[src/rtl/cpvp_pkg.sv]
package cpvp_pkg;

  localparam int unsigned ProdW = 82;

  // Noise constants and fixed-point ones
  localparam logic [40:0] KfQn     = 41'd13207024;
  localparam logic [41:0] KfRn     = 42'd17976148175;
  localparam logic [30:0] One30    = 31'd1073741824;
  localparam logic [39:0] CovReset = 40'd32212254720;
  localparam logic signed [47:0] EstReset = 48'sd65536;
  localparam logic signed [14:0] SpikeLimit = 15'sd3000;

  localparam logic signed [47:0] Max48 = 48'sh7FFF_FFFF_FFFF;
  localparam logic signed [47:0] Min48 = 48'sh8000_0000_0000;
  localparam logic [81:0] Lim47 = 82'd140737488355328;

  // Register indexes
  localparam logic [3:0] RegPosKp = 4'd0;
  localparam logic [3:0] RegPosKi = 4'd1;
  localparam logic [3:0] RegPosKd = 4'd2;
  localparam logic [3:0] RegVelKp = 4'd3;
  localparam logic [3:0] RegVelKi = 4'd4;
  localparam logic [3:0] RegVelKd = 4'd5;
  localparam logic [3:0] RegCurUp = 4'd6;
  localparam logic [3:0] RegCurLo = 4'd7;

  typedef struct packed {
    logic               start;
    logic signed [48:0] a;
    logic signed [32:0] b;
  } mul_req_t;

  typedef struct packed {
    logic              done;
    logic              neg;
    logic [ProdW-1:0]  prod;
  } mul_rsp_t;

  function automatic logic signed [47:0] sat48(input logic signed [51:0] v);
    logic signed [47:0] r;
    if (v > 52'(Max48)) r = Max48;
    else if (v < 52'(Min48)) r = Min48;
    else r = v[47:0];
    return r;
  endfunction

  // Shift product magnitude, truncate toward zero, saturate to 48 bits
  function automatic logic signed [47:0] mul_fin(input logic [ProdW-1:0] prod,
                                                 input logic neg, input logic sh30);
    logic [ProdW-1:0] shv;
    logic [ProdW-1:0] mag;
    logic signed [47:0] r;
    shv = sh30 ? (prod >> 30) : (prod >> 16);
    mag = (shv > Lim47) ? Lim47 : shv;
    if (neg) r = 48'(-$signed({1'b0, mag[47:0]}));
    else if (mag > Lim47 - 82'd1) r = Max48;
    else r = $signed(mag[47:0]);
    return r;
  endfunction

endpackage

[src/rtl/cpvp_div.sv]
module cpvp_div
  import cpvp_pkg::*;
(
  input  logic        clk_i,
  input  logic        rst_ni,
  input  logic        start_i,
  input  logic [40:0] num_i,
  input  logic [41:0] den_i,
  output logic        done_o,
  output logic [29:0] quo_o
);

  logic [42:0] rem_q;
  logic [41:0] den_q;
  logic [29:0] quo_q;
  logic [4:0]  cnt_q;
  logic        busy_q;
  logic [42:0] r2;

  assign r2 = {rem_q[41:0], 1'b0};

  // Restoring division, one quotient bit a cycle
  always_ff @(posedge clk_i or negedge rst_ni) begin
    if (!rst_ni) begin
      busy_q <= 1'b0;
      cnt_q  <= '0;
      done_o <= 1'b0;
    end else begin
      done_o <= 1'b0;
      if (start_i) begin
        busy_q <= 1'b1;
        cnt_q  <= '0;
        rem_q  <= 43'(num_i);
        den_q  <= den_i;
        quo_q  <= '0;
      end else if (busy_q) begin
        if (r2 >= 43'(den_q)) begin
          rem_q <= r2 - 43'(den_q);
          quo_q <= {quo_q[28:0], 1'b1};
        end else begin
          rem_q <= r2;
          quo_q <= {quo_q[28:0], 1'b0};
        end
        cnt_q <= cnt_q + 5'd1;
        if (cnt_q == 5'd29) begin
          busy_q <= 1'b0;
          done_o <= 1'b1;
        end
      end
    end
  end

  assign quo_o = quo_q;

endmodule

[config.mk]
export PLATFORM = sky130hd
export DESIGN_NAME = cpvp_div
export DESIGN_NICKNAME = d
export VERILOG_FILES = /design/src/rtl/cpvp_pkg.sv /design/src/rtl/cpvp_div.sv
export SDC_FILE = /design/constraint.sdc
export NUM_CORES = 1
export LEC_CHECK = 0
export ABC_AREA = 1
export ABC_CLOCK_PERIOD_IN_PS = 4700
export BUFFER_PORTS_ARGS = -buffer_cell sky130_fd_sc_hd__clkbuf_2
export CORE_ASPECT_RATIO = 1.75
export CORE_MARGIN = 4
export CORE_UTILIZATION = 35
export CTS_BUF_LIST = sky130_fd_sc_hd__clkbuf_8
export DETAILED_ROUTE_END_ITERATION = 8
export GPL_TIMING_DRIVEN = 0
export SYNTH_ARGS = -nofsm -noshare
export SYNTH_HDL_FRONTEND = slang
export SYNTH_SLANG_ARGS = --single-unit
[constraint.sdc]
create_clock -name clk_i -period 4.7 [get_ports clk_i]
set_input_delay 0.94 -clock clk_i [delete_from_list [all_inputs] [get_ports clk_i]]
set_output_delay 0.94 -clock clk_i [all_outputs]
set_load 0.05 [all_outputs]
# Word-level counts from Yosys, hierarchy flattened
# Index checks and enable logic that the tools add are counted.
# word_totals
inputBits,86
register_bits,122
wordCells,27
output_inout_bits,31
# op_classes
n_addsub,2
reduce_logical,3
n_lt_le_gt_ge,1
eq_ne,1
mux,13
# ops
operator,count
two-way mux 43 bit,2
greater-or-equal comparator 43 x 42 -> 1 bit,1
subtractor 43 x 42 -> 43 bit,1
two-way mux 41 bit,1
two-way mux 30 bit,1
two-way mux 5 bit,2
two-way mux 1 bit,7
adder 5 x 1 -> 5 bit (second input constant),1
equality test 5 bit (second input constant),1
AND reduction 2 bit,2
nonzero test 2 bit,1

# Longest topological paths before layout
# depth
depth_word,4
mapped_depth,17
mapped_depth_nobuf,16

# Worst setup path before layout
# No wires, ideal clock.
# synth_timing
kind,input port to flip-flop
from,in start_i
to,reg rem_q[0] (enable)
path_buffers,0
path_stages,2
t_required_ns,4.261
path_slack_ns,1.508
setup_time_ns,0.439
arrival_ns,2.753
cell_sequence,nor2_1 nor2_1
# synth_between
elab_chain_cells,2
# synth_lines
element,line,source
"start, declared",cpvp_div.sv:6,"input logic start_i,"
nonzero test 2 bit (no source line),-,
AND reduction 2 bit (no source line),-,
"end signal, assigned",cpvp_div.sv:33,rem_q <= 43'(num_i);
"end signal, assigned",cpvp_div.sv:38,rem_q <= r2 - 43'(den_q);
"end signal, assigned",cpvp_div.sv:41,rem_q <= r2;
"end, declared",cpvp_div.sv:13,logic [42:0] rem_q;
# No other way between the ends.
# A chain may end at the register's enable or synchronous reset.

# Final worst setup path
# layout_timing
from,reg rem_q[33]
to,"reg rem_q[34], data pin"
# layout_between
elab_chain_cells,4
elab_cells_between_ends,5
classes_between,add/sub: 1; order compare: 1; mux: 3
# layout_lines
element,line,source
subtractor 43 x 42 -> 43 bit / greater-or-equal comparator 43 x 42 -> 1 bit (equally long branches),"cpvp_div.sv:38, cpvp_div.sv:37",
two-way mux 43 bit *,cpvp_div.sv:37,if (r2 >= 43'(den_q)) begin
two-way mux 43 bit *,cpvp_div.sv:36,end else if (busy_q) begin
two-way mux 41 bit *,cpvp_div.sv:30,if (start_i) begin
# Every way passes the cells marked *; elsewhere a longest branch is shown, timed or not. The select of a mux whose other input is x is not followed.

==> metrics.csv <==
metric,value,unit
status,"complete, no violations",
fill count,2655,
# hold bufs at CTS,0,
Maximum Capacitance Violations,0,
Die Span Y,216.5,um
clk slew on worst S/H paths,80,ps
gp weighted congestion,0.9607,
Final Power,3.677,mW
# port buffers,116,
critical path capture point type,register,
worst endpoint data arrival time,3110,ps
Slew @ Worst Pin,997.8,ps
worst skew pair latency,480,ps
die area,27540,um^2
Tmin final,2866,ps
Startpoint Class,register,
Hold WC Path Type,register to register,
Sink Count,121,
GR Overflow Total,0,
layout cell share with drive strength beyond 1,14.69,%
H-Tree Depth,4,
Vias,7790,
post-route clock period utilization,60.98,%
number of nets with antenna violations after routing,0,
"non-filler cells, final",1653,
number of synthesized flops with an enable pin,114,
Routed WL,26960,um
Worst Skew,15.49,ps
Initial Util,35.45,%
"Net Count, Synth",1322,
register area,3598,um^2
kind of critical path,register to register,
Cell Rows,76,
TritonCTS clock tree,done,
Nets,1459,
highest clock rate,0.3489,GHz
"Avg Cell Area, Syn",7.303,um^2
Die Wd,127.2,um
initial DRC count,354,
Setup TNS,0,ps
CP Max Fanout,10,
number of global-route vias before repair,8076,
Final HPWL DP,22580,um
Synthesis Warnings,0,
post-CTS resize count,0,
Vias/cell,4.713,
Worst VDD drop,278.2,uV
final hold viol count,0,
initial antenna violation count,0,
Util after Layout,41.13,%
placed cells,1621,
"Distinct cells, synth",37,
Placed Area,9724,um^2
Detailed Routing Iterations Pass 1,5,
"area leader, netlist",edfxtp_1,
Clock Tree Buf Depth,2,
Final Slew Violations,0,
LEAKAGE,5.149,nW
first-pass GRT wire length,42450,um
core footprint,24530,um^2
synth cell count leaders,"432 x nand2_1, 216 x inv_1, 114 x edfxtp_1, 92 x nor2_1, 72 x nand3_1",
Post-CTS Setup Bufs,0,
RSZ-0062 raised after global routing,no,
Syn Inst Count,1191,
IO Count,117,
pin count of the biggest net entering global routing,41,
Synth area leaders,"edfxtp_1 39%, nand2_1 19%, inv_1 9.3%, ha_1 6.3%, nand3_1 4.1%",
antenna fix cells,0,
CTS Root Cell,clkbuf_8,
wire per inst,16.31,um
GR Util All Layers,20.24,%
Synth top area share,39.36,%
most common cell in the netlist,nand2_1,
register area share after synthesis,41.37,%
Seq cells post-synth,121,
Synth Flop Type,edfxtp_1,
Residual DRC,0,
Syn Std Cell Area,8698,um^2
Final Setup Violations,0,
PwrDens,364.5,nW/um^2
"Async S/R FF share, synth",5.785,%
CTS Buf Count,17,
area of the multi-input gates,4138,um^2
final instance area,10090,um^2
Crit path required time,4950,ps
Area growth syn-to-layout,16.00,%
Max-slew headroom,33.48,%
## registers in the layout, indices dropped and copies added (netlist names)
| name | cells |
|---|---|
| den_q | 42 |
| rem_q | 42 |
| quo_o | 30 |
| cnt_q | 5 |
| busy_q | 1 |
| done_o | 1 |
## cells in the final DEF, fill, tap and decap left out, types with 7 or more instances in the layout
| master | instances |
|---|---|
| a21oi_1 | 35 |
| clkbuf_1 | 15 |
| clkbuf_2 | 116 |
| clkbuf_8 | 17 |
| dfrtp_1 | 7 |
| edfxtp_1 | 114 |
| ha_1 | 44 |
| inv_1 | 215 |
| nand2_1 | 432 |
| nand2_2 | 7 |
| nand3_1 | 72 |
| nand3_2 | 7 |
| nand3b_1 | 15 |
| nand4_1 | 8 |
| nor2_1 | 91 |
| nor2_2 | 9 |
| o21ai_0 | 29 |
| o22ai_1 | 29 |
| xnor2_1 | 20 |
## cell families (layout without fill, tap and decap cells)
logic type	Yosys count	count (layout)	share of synthesized area, %
compound gates	107	107	6.976
flops	121	121	41.37
buf+inv	243	393	11.15
simple gates	654	654	31.83
fa+ha+maj	45	45	6.559
xor+xnor	21	21	2.115
## worst paths after layout
kind,end,startpoint,slack [ps],cells after the start
setup / recovery,rem_q[34],rem_q[33],1830,13
setup reg to reg,rem_q[34],rem_q[33],1830,13
hold reg to reg,cnt_q[4],cnt_q[4],540,1
max in group asynchronous,done_o,rst_ni,3480,1
min in group asynchronous,cnt_q[3],rst_ni,610,1
hold / removal,cnt_q[4],cnt_q[4],540,1
## per-stage QoR
stage          setup WS (ps)  hold WS (ps)
6_report                1834         540.0
5_1_grt                 1708         555.9
4_1_cts                 1831         543.1
3_5_place_dp            1406         523.1
3_3_place_gp          -566.6         524.3
2_1_floorplan           1508         485.9
## area by class of cell
type | instances | area share (%)
well taps | 312 | 3.869
inverters | 219 | 8.147
clock inverters | 15 | 1.302
repair buffers | 118 | 6.225
clock buffers | 17 | 2.319
flip-flops and latches | 121 | 35.66
multi-input cells | 827 | 41.01
plain buffers | 24 | 1.463
## worst max-delay path: stages, from the launching register on
cell and delay (ps):
edfxtp_1 440, ha_1 480, nand2_1 130, nor2_2 180, inv_2 70, nor2_2 100
inv_1 90, nor3_2 280, nand2_4 140, nand2_8 110, buf_4 210, nand3_1 210
nand2_1 130, nand2_1 50
## layer usage
metal | GRT usage (%) | part of all wire (%) | up-vias
met4 | 9.306 | 4.1 | 0
met3 | 4.044 | 3.6 | 48
met5 | 0 | 0 | -
met2 | 38.24 | 54 | 167
met1 | 21.07 | 38 | 3523
li1 | - | - | 4052
## power breakdown
part	internal [mW]	switching, mW
Combinational	0.480	0.941
Sequential	1.31	0.0502
Clock	0.383	0.512
No activity file was read; power rests on OpenSTA's default activity.
