[config.mk]
export PLATFORM = sky130hd
export DESIGN_NAME = cpvp_mul
export DESIGN_NICKNAME = d
export VERILOG_FILES = /design/src/rtl/cpvp_pkg.sv /design/src/rtl/cpvp_mul.sv
export SDC_FILE = /design/constraint.sdc
export NUM_CORES = 2
export LEC_CHECK = 0
export BUFFER_PORTS_ARGS = -buffer_cell sky130_fd_sc_hd__buf_2
export CAP_MARGIN = 20
export CORE_MARGIN = 2
export CORE_UTILIZATION = 55
export DETAILED_ROUTE_END_ITERATION = 16
export PLACE_DENSITY_LB_ADDON = 0.3
export SLEW_MARGIN = 20
export SYNTH_ARGS = -nofsm -noshare
export SYNTH_HDL_FRONTEND = slang
export SYNTH_SLANG_ARGS = --single-unit
export TNS_END_PERCENT = 1
[constraint.sdc]
create_clock -name clk_i -period 7.52 [get_ports clk_i]
set_clock_uncertainty 0.15 [all_clocks]
set_input_delay 0.376 -clock clk_i [delete_from_list [all_inputs] [get_ports clk_i]]
set_output_delay 0.376 -clock clk_i [all_outputs]
set_load 0.02 [all_outputs]
[src/rtl/cpvp_pkg.sv]
package cpvp_pkg;

  localparam int unsigned ProdW = 82;

  // Noise constants and fixed-point ones
  localparam logic [40:0] KfQn     = 41'd13207024;
  localparam logic [41:0] KfRn     = 42'd17976148175;
  localparam logic [30:0] One30    = 31'd1073741824;
  localparam logic [39:0] CovReset = 40'd32212254720;
  localparam logic signed [47:0] EstReset = 48'sd65536;
  localparam logic signed [14:0] SpikeLimit = 15'sd3000;

  localparam logic signed [47:0] Max48 = 48'sh7FFF_FFFF_FFFF;
  localparam logic signed [47:0] Min48 = 48'sh8000_0000_0000;
  localparam logic [81:0] Lim47 = 82'd140737488355328;

  // Register indexes
  localparam logic [3:0] RegPosKp = 4'd0;
  localparam logic [3:0] RegPosKi = 4'd1;
  localparam logic [3:0] RegPosKd = 4'd2;
  localparam logic [3:0] RegVelKp = 4'd3;
  localparam logic [3:0] RegVelKi = 4'd4;
  localparam logic [3:0] RegVelKd = 4'd5;
  localparam logic [3:0] RegCurUp = 4'd6;
  localparam logic [3:0] RegCurLo = 4'd7;

  typedef struct packed {
    logic               start;
    logic signed [48:0] a;
    logic signed [32:0] b;
  } mul_req_t;

  typedef struct packed {
    logic              done;
    logic              neg;
    logic [ProdW-1:0]  prod;
  } mul_rsp_t;

  function automatic logic signed [47:0] sat48(input logic signed [51:0] v);
    logic signed [47:0] r;
    if (v > 52'(Max48)) r = Max48;
    else if (v < 52'(Min48)) r = Min48;
    else r = v[47:0];
    return r;
  endfunction

  // Shift product magnitude, truncate toward zero, saturate to 48 bits
  function automatic logic signed [47:0] mul_fin(input logic [ProdW-1:0] prod,
                                                 input logic neg, input logic sh30);
    logic [ProdW-1:0] shv;
    logic [ProdW-1:0] mag;
    logic signed [47:0] r;
    shv = sh30 ? (prod >> 30) : (prod >> 16);
    mag = (shv > Lim47) ? Lim47 : shv;
    if (neg) r = 48'(-$signed({1'b0, mag[47:0]}));
    else if (mag > Lim47 - 82'd1) r = Max48;
    else r = $signed(mag[47:0]);
    return r;
  endfunction

endpackage

[src/rtl/cpvp_mul.sv]
module cpvp_mul
  import cpvp_pkg::*;
(
  input  logic     clk_i,
  input  logic     rst_ni,
  input  mul_req_t req_i,
  output mul_rsp_t rsp_o
);

  logic [48:0] ma_q;
  logic [32:0] mb_q;
  logic        neg_q;
  logic [64:0] lo_q;
  logic [49:0] hi_q;
  logic [ProdW-1:0] prod_q;
  logic [2:0]  cnt_q;

  // Low and high partial products, then the combining add
  always_ff @(posedge clk_i or negedge rst_ni) begin
    if (!rst_ni) begin
      cnt_q <= '0;
    end else begin
      if (req_i.start) begin
        cnt_q <= 3'd1;
        ma_q  <= req_i.a[48] ? 49'(-req_i.a) : req_i.a;
        mb_q  <= req_i.b[32] ? 33'(-req_i.b) : req_i.b;
        neg_q <= req_i.a[48] ^ req_i.b[32];
      end else if (cnt_q != 3'd0) begin
        cnt_q <= (cnt_q == 3'd4) ? 3'd0 : cnt_q + 3'd1;
      end
      if (cnt_q == 3'd1) lo_q <= 65'(ma_q[31:0]) * 65'(mb_q);
      if (cnt_q == 3'd2) hi_q <= 50'(ma_q[48:32]) * 50'(mb_q);
      if (cnt_q == 3'd3) prod_q <= {hi_q, 32'b0} + ProdW'(lo_q);
    end
  end

  assign rsp_o.done = (cnt_q == 3'd4);
  assign rsp_o.neg  = neg_q;
  assign rsp_o.prod = prod_q;

endmodule

# --- Word-level counts from Yosys, hierarchy flattened ---
# Index checks and enable logic that the tools add are counted.
word_totals:
  output_inout_bits: 84
  reg_bits: 283
  input_bits: 85
  word_cells: 31
classes:
  mux: 5
  bitwise_logic: 1
  n_addsub: 4
  mul: 2
  eq_ne: 4
  n_reduce_logical: 6
ops:
  columns: ["operator", "n"]
  rows:
  - ["82-bit by 65-bit adder with 82-bit output", 1]
  - ["32-bit by 33-bit multiplier with 65-bit output", 1]
  - ["17-bit by 33-bit multiplier with 50-bit output", 1]
  - ["49-bit negation", 1]
  - ["48-bit two-way mux", 1]
  - ["33-bit negation", 1]
  - ["32-bit two-way mux", 1]
  - ["3-bit two-way mux", 3]
  - ["2-bit AND reduction", 4]
  - ["3-bit by 2-bit equality test with 1-bit output, second input constant", 2]
  - ["3-bit by 1-bit adder with 3-bit output, second input constant", 1]
  - ["3-bit by 1-bit equality test with 1-bit output, second input constant", 1]
  - ["3-bit equality test, second input constant", 1]
  - ["3-bit nonzero test", 1]
  - ["2-bit nonzero test", 1]
  - ["1-bit XOR", 1]

# --- Logic depth before layout (Yosys ltp) ---
depth:
  depth_word: 4
  ltp_mapped: 30

# --- Worst setup path before layout ---
# No wires, ideal clock.
synth_timing:
  kind: "reg2reg"
  startpoint: "register mb_q[16]"
  endpoint: "register lo_q[63] (data pin)"
  arrival_time_ps: 7332
  setup_ps: 262
  setup_slack_ps: -224
  path_stages_with_launch: 24
  path_buffers: 2
  path_cell_list: "edfxtp_1 -> clkbuf_1 -> clkbuf_1 -> nand2_1 -> fa_1 -> fa_1 -> fa_1 -> fa_1 -> fa_1 -> inv_1 -> fa_1 -> fa_1 -> fa_1 -> ha_1 -> and3_1 -> nand2_1 -> or4_1 -> a211oi_1 -> o21ai_1 -> a211oi_1 -> o31ai_1 -> o21a_1 -> o21ai_1 -> xor2_1"
synth_between:
  elab_chain_cells: 1
synth_lines:
  columns: ["item", "line", "source"]
  rows:
  - ["start, declared", "cpvp_mul.sv:11", "logic [32:0] mb_q;"]
  - ["start signal, assigned", "cpvp_mul.sv:26", "mb_q <= req_i.b[32] ? 33'(-req_i.b) : req_i.b;"]
  - ["32-bit by 33-bit multiplier with 65-bit output", "cpvp_mul.sv:31", "if (cnt_q == 3'd1) lo_q <= 65'(ma_q[31:0]) * 65'(mb_q);"]
  - ["end signal, assigned", "cpvp_mul.sv:31", null]
  - ["end, declared", "cpvp_mul.sv:13", "logic [64:0] lo_q;"]
# No other way between the ends.
# A chain may end at the register's enable or synchronous reset.

# --- Final worst setup path ---
layout_timing:
  startpoint: "register ma_q[5]"
  endpoint: "register lo_q[63] (data pin)"
layout_between:
  elab_chain_cells: 1
layout_lines:
  columns: ["item", "line", "source"]
  rows:
  - ["start, declared", "cpvp_mul.sv:10", "logic [48:0] ma_q;"]
  - ["start signal, assigned", "cpvp_mul.sv:25", "ma_q <= req_i.a[48] ? 49'(-req_i.a) : req_i.a;"]
  - ["32-bit by 33-bit multiplier with 65-bit output", "cpvp_mul.sv:31", null]
# No other way between the ends.

==> results.py <==
metrics = {
    "outcome": {
        "status": "finished, violations left",
        "violations": "setup timing",
    },
    "layout": {
        "fillCellCount": 9531,
        "finalNonFillerCells": 8550,
        "mostFrequentLayoutCells": "1399 x inv_1, 1382 x fa_1, 1130 x nand2_1",
        "nNetsFinal": 8905,
        "syn_to_final_growth_pct": 12.6,
        "utilization_pct": 62.3,
        "layout_commonest_cell": "inv_1",
        "drive_gt1_share_pct": 11.6,
    },
    "sta": {
        "setup_tns_ns": -2.70,
        "worst_pin_slew_ns": 1.26,
        "fin_crit_ns": 7.88,
        "clock.fmax_ghz": 0.127,
        "slew_headroom_pct": 15.3,
        "worst_slack_ns": -0.359,
        "rsz0062_at_grt": "yes",
        "setup_viol": 21,
        "period_share_pct": 105,
        "final-hold-violation-count": 0,
        "drv_slew": 0,
    },
    "yosys": {
        "synth.mux.area_fraction_pct": 0.0317,
        "synth_warnings": 0,
        "synth_fp_nets": 8517,
        "netlist_instances": 6613,
        "synth_compound_area_share_pct": 4.94,
        "ys_seq_area_share_pct": 13.4,
        "synthAdderAreaFrac_pct": 52.6,
        "synth_flop_cell": "edfxtp_1",
        "ys_ff_latch": 283,
        "synth-xor-area-share_pct": 3.15,
        "synth.distinct_cells": 69,
        "synthesis.area_sq_um": 63200,
        "synth_top_family_by_area": "adder cells",
        "synthSimpleGateAreaFrac_pct": 15.5,
        "synth-async-reset-ratio_pct": 1.06,
        "synth_edf_count": 280,
        "syn_avg_cell_area_sq_um": 9.55,
    },
    "worst_hold_path": {
        "hold_class": "input pin to flop",
    },
    "route": {
        "highest-signal-layer": "met5",
        "drt-initial-drc-count": 3410,
        "routedWlPerCell_um": 20.5,
        "vias": 47000,
        "vias_per_cell": 5.50,
        "ant_nets": 0,
        "dr.pass1.iters": 6,
        "wl_met2_um": 81700,
        "post-route-drc-count": 0,
        "met3WireLength_um": 15500,
        "wirelength_um": 175000,
        "met1_length_um": 69200,
    },
    "placement": {
        "place_congestion": 0.947,
        "dp_hpwl_um": 145000,
        "port_buffers": 168,
        "pre_cts_ws_ns": -0.628,
        "dp.cells": 8417,
    },
    "critical_path": {
        "cp-start-kind": "flop",
        "critPathCaptureType": "flop",
        "cp.required_ns": 7.73,
        "path_class": "flop to flop",
        "rrSetupSlack_ns": -0.36,
        "crit_path_max_fanout": 12,
        "arrival_ns": 8.09,
    },
    "floorplanning": {
        "ios": 169,
        "die_area_sq_um": 118000,
        "core-area_sq_um": 114000,
        "initial_core_util_pct": 55.3,
        "die_h_um": 343,
        "die_w_um": 343,
        "rows": 124,
    },
    "grt": {
        "grt_start_max_net_pins": 83,
        "antenna_found_initial": 21,
        "grt_pass1_vias": 51000,
        "gr-total-overflow": 0,
        "grt_usage_pct": 31.3,
        "grt_pass1_wl_um": 281000,
    },
    "clock_tree": {
        "clock_path_buffers": 3,
        "clock-sinks": 283,
        "cts.clk_slew.worst_paths_ns": 0.07,
        "htreeDepth": 2,
        "clockRootBuffer": "clkbuf_16",
        "cts_tree": "done",
        "clk_latency_ns": 0.62,
        "cts_buffers": 37,
    },
    "job": {
        "max_cap_viol_count": 0,
    },
}
flip-flops by register name, indices dropped and copies added, names as in the netlist:
| register | cells |
|---|---|
| cnt_q | 3 |
| hi_q | 50 |
| lo_q | 65 |
| ma_q | 49 |
| mb_q | 33 |
| neg_q | 1 |
| prod_q | 82 |
cell families after synthesis:
logic type / count (synthesis)
AO/OA/AOI/OAI: 483
flip-flops: 283
XOR/XNOR: 227
buffers and inverters: 1744
multiplexers: 2
adder cells (fa/ha/maj): 1819
AND/OR/NAND/NOR: 2055
metrics by stage:
stage / hold slack (ns) / area, sq um
CTS: 0.00570 / 70700
global placement: 0.0478 / 68700
detailed placement: 0.0495 / 68700
floorplan: -0.0696 / 63200
global route: 0.0330 / 71100
finish: 0.0195 / 71100
critical path, cell delays in order (launching register included):
cell,delay (ns)
edfxtp_1,0.41
buf_12,0.16
buf_4,0.15
buf_4,0.15
and2_1,0.16
fa_2,0.56
inv_1,0.05
fa_1,0.47
fa_1,0.43
fa_1,0.51
inv_1,0.08
fa_1,0.51
inv_1,0.05
fa_1,0.56
fa_1,0.43
fa_1,0.50
inv_1,0.07
ha_4,0.29
nand4_1,0.14
or4_4,0.48
a211oi_4,0.22
o21ai_2,0.12
a211oi_2,0.22
buf_4,0.16
o31ai_2,0.08
o21a_1,0.23
o21ai_2,0.16
xor2_1,0.09
layer usage:
| metal | track usage [%] | up-vias |
|---|---|---|
| met4 | 13.3 | 16 |
| met5 | 0 | - |
| met1 | 41.2 | 24000 |
| met2 | 50.5 | 1928 |
| li1 | - | 20600 |
| met3 | 6.42 | 435 |
path summary, 6_finish.rpt:
check                              startpoint                   end  cells past startpoint
setup / recovery            ma_q[5]$_DFFE_PP_    lo_q[63]$_DFFE_PP_                     27
hold / removal                      req_i[25]    mb_q[26]$_DFFE_PP_                      3
setup reg to reg            ma_q[5]$_DFFE_PP_    lo_q[63]$_DFFE_PP_                     27
hold reg to reg            lo_q[19]$_DFFE_PP_  prod_q[19]$_DFFE_PP_                      0
max in group asynchronous              rst_ni  cnt_q[0]$_DFFE_PN0P_                      3
min in group asynchronous              rst_ni  cnt_q[2]$_DFFE_PN0P_                      3
layout make-up:
type,count,area (sq um),area share (%)
repair buffers,694,5630,7.91
well taps,1512,1890,2.66
clock inverters,25,275,0.387
multi-input cells,4586,48600,68.4
diodes,9,22.5,0.0317
flip-flops and latches,283,8480,11.9
clock buffers,42,945,1.33
inverters,1399,5250,7.38
cell usage after synthesis (4+ instances only):
| cell type | n | area, sq um |
|---|---|---|
| xor2_1 | 49 | 429 |
| clkbuf_1 | 343 | 1290 |
| nand4_1 | 21 | 131 |
| o21a_1 | 21 | 158 |
| or4_1 | 9 | 67.6 |
| o31a_1 | 7 | 61.3 |
| nand2_1 | 1131 | 4250 |
| and3_1 | 29 | 181 |
| nand2b_1 | 16 | 100 |
| and2_1 | 632 | 3950 |
| a21o_1 | 59 | 443 |
| or4_4 | 5 | 56.3 |
| inv_1 | 1399 | 5250 |
| nor4_1 | 7 | 43.8 |
| o22ai_1 | 4 | 25.0 |
| o31ai_1 | 30 | 225 |
| o21ai_0 | 101 | 505 |
| fa_1 | 1391 | 27800 |
| a21boi_0 | 7 | 52.6 |
| edfxtp_1 | 280 | 8410 |
| and4_1 | 6 | 52.6 |
| or2_2 | 7 | 43.8 |
| nor3_1 | 17 | 85.1 |
| or3_1 | 11 | 68.8 |
| o211ai_1 | 9 | 67.6 |
| nor2b_1 | 17 | 106 |
| a31oi_1 | 17 | 106 |
| a211oi_1 | 18 | 135 |
| o21bai_1 | 26 | 195 |
| nor2_1 | 101 | 379 |
| o41ai_1 | 8 | 70.1 |
| nand3_1 | 31 | 155 |
| xnor2_1 | 178 | 1560 |
| ha_1 | 428 | 5360 |
| a21oi_1 | 137 | 686 |
timing repair:
item | in CTS | in global routing
endpoints found under the setup margin | 37 | 57
hold endpoints to repair | 49 | 0
pin swaps | 23 | 16
hold buffers | 45 | 0
resized for setup | 65 | 66
buffers inserted | 7 | 4
Power is not shown: default switching activity piles up to over one toggle a cycle in this logic, so the estimate is an artifact.
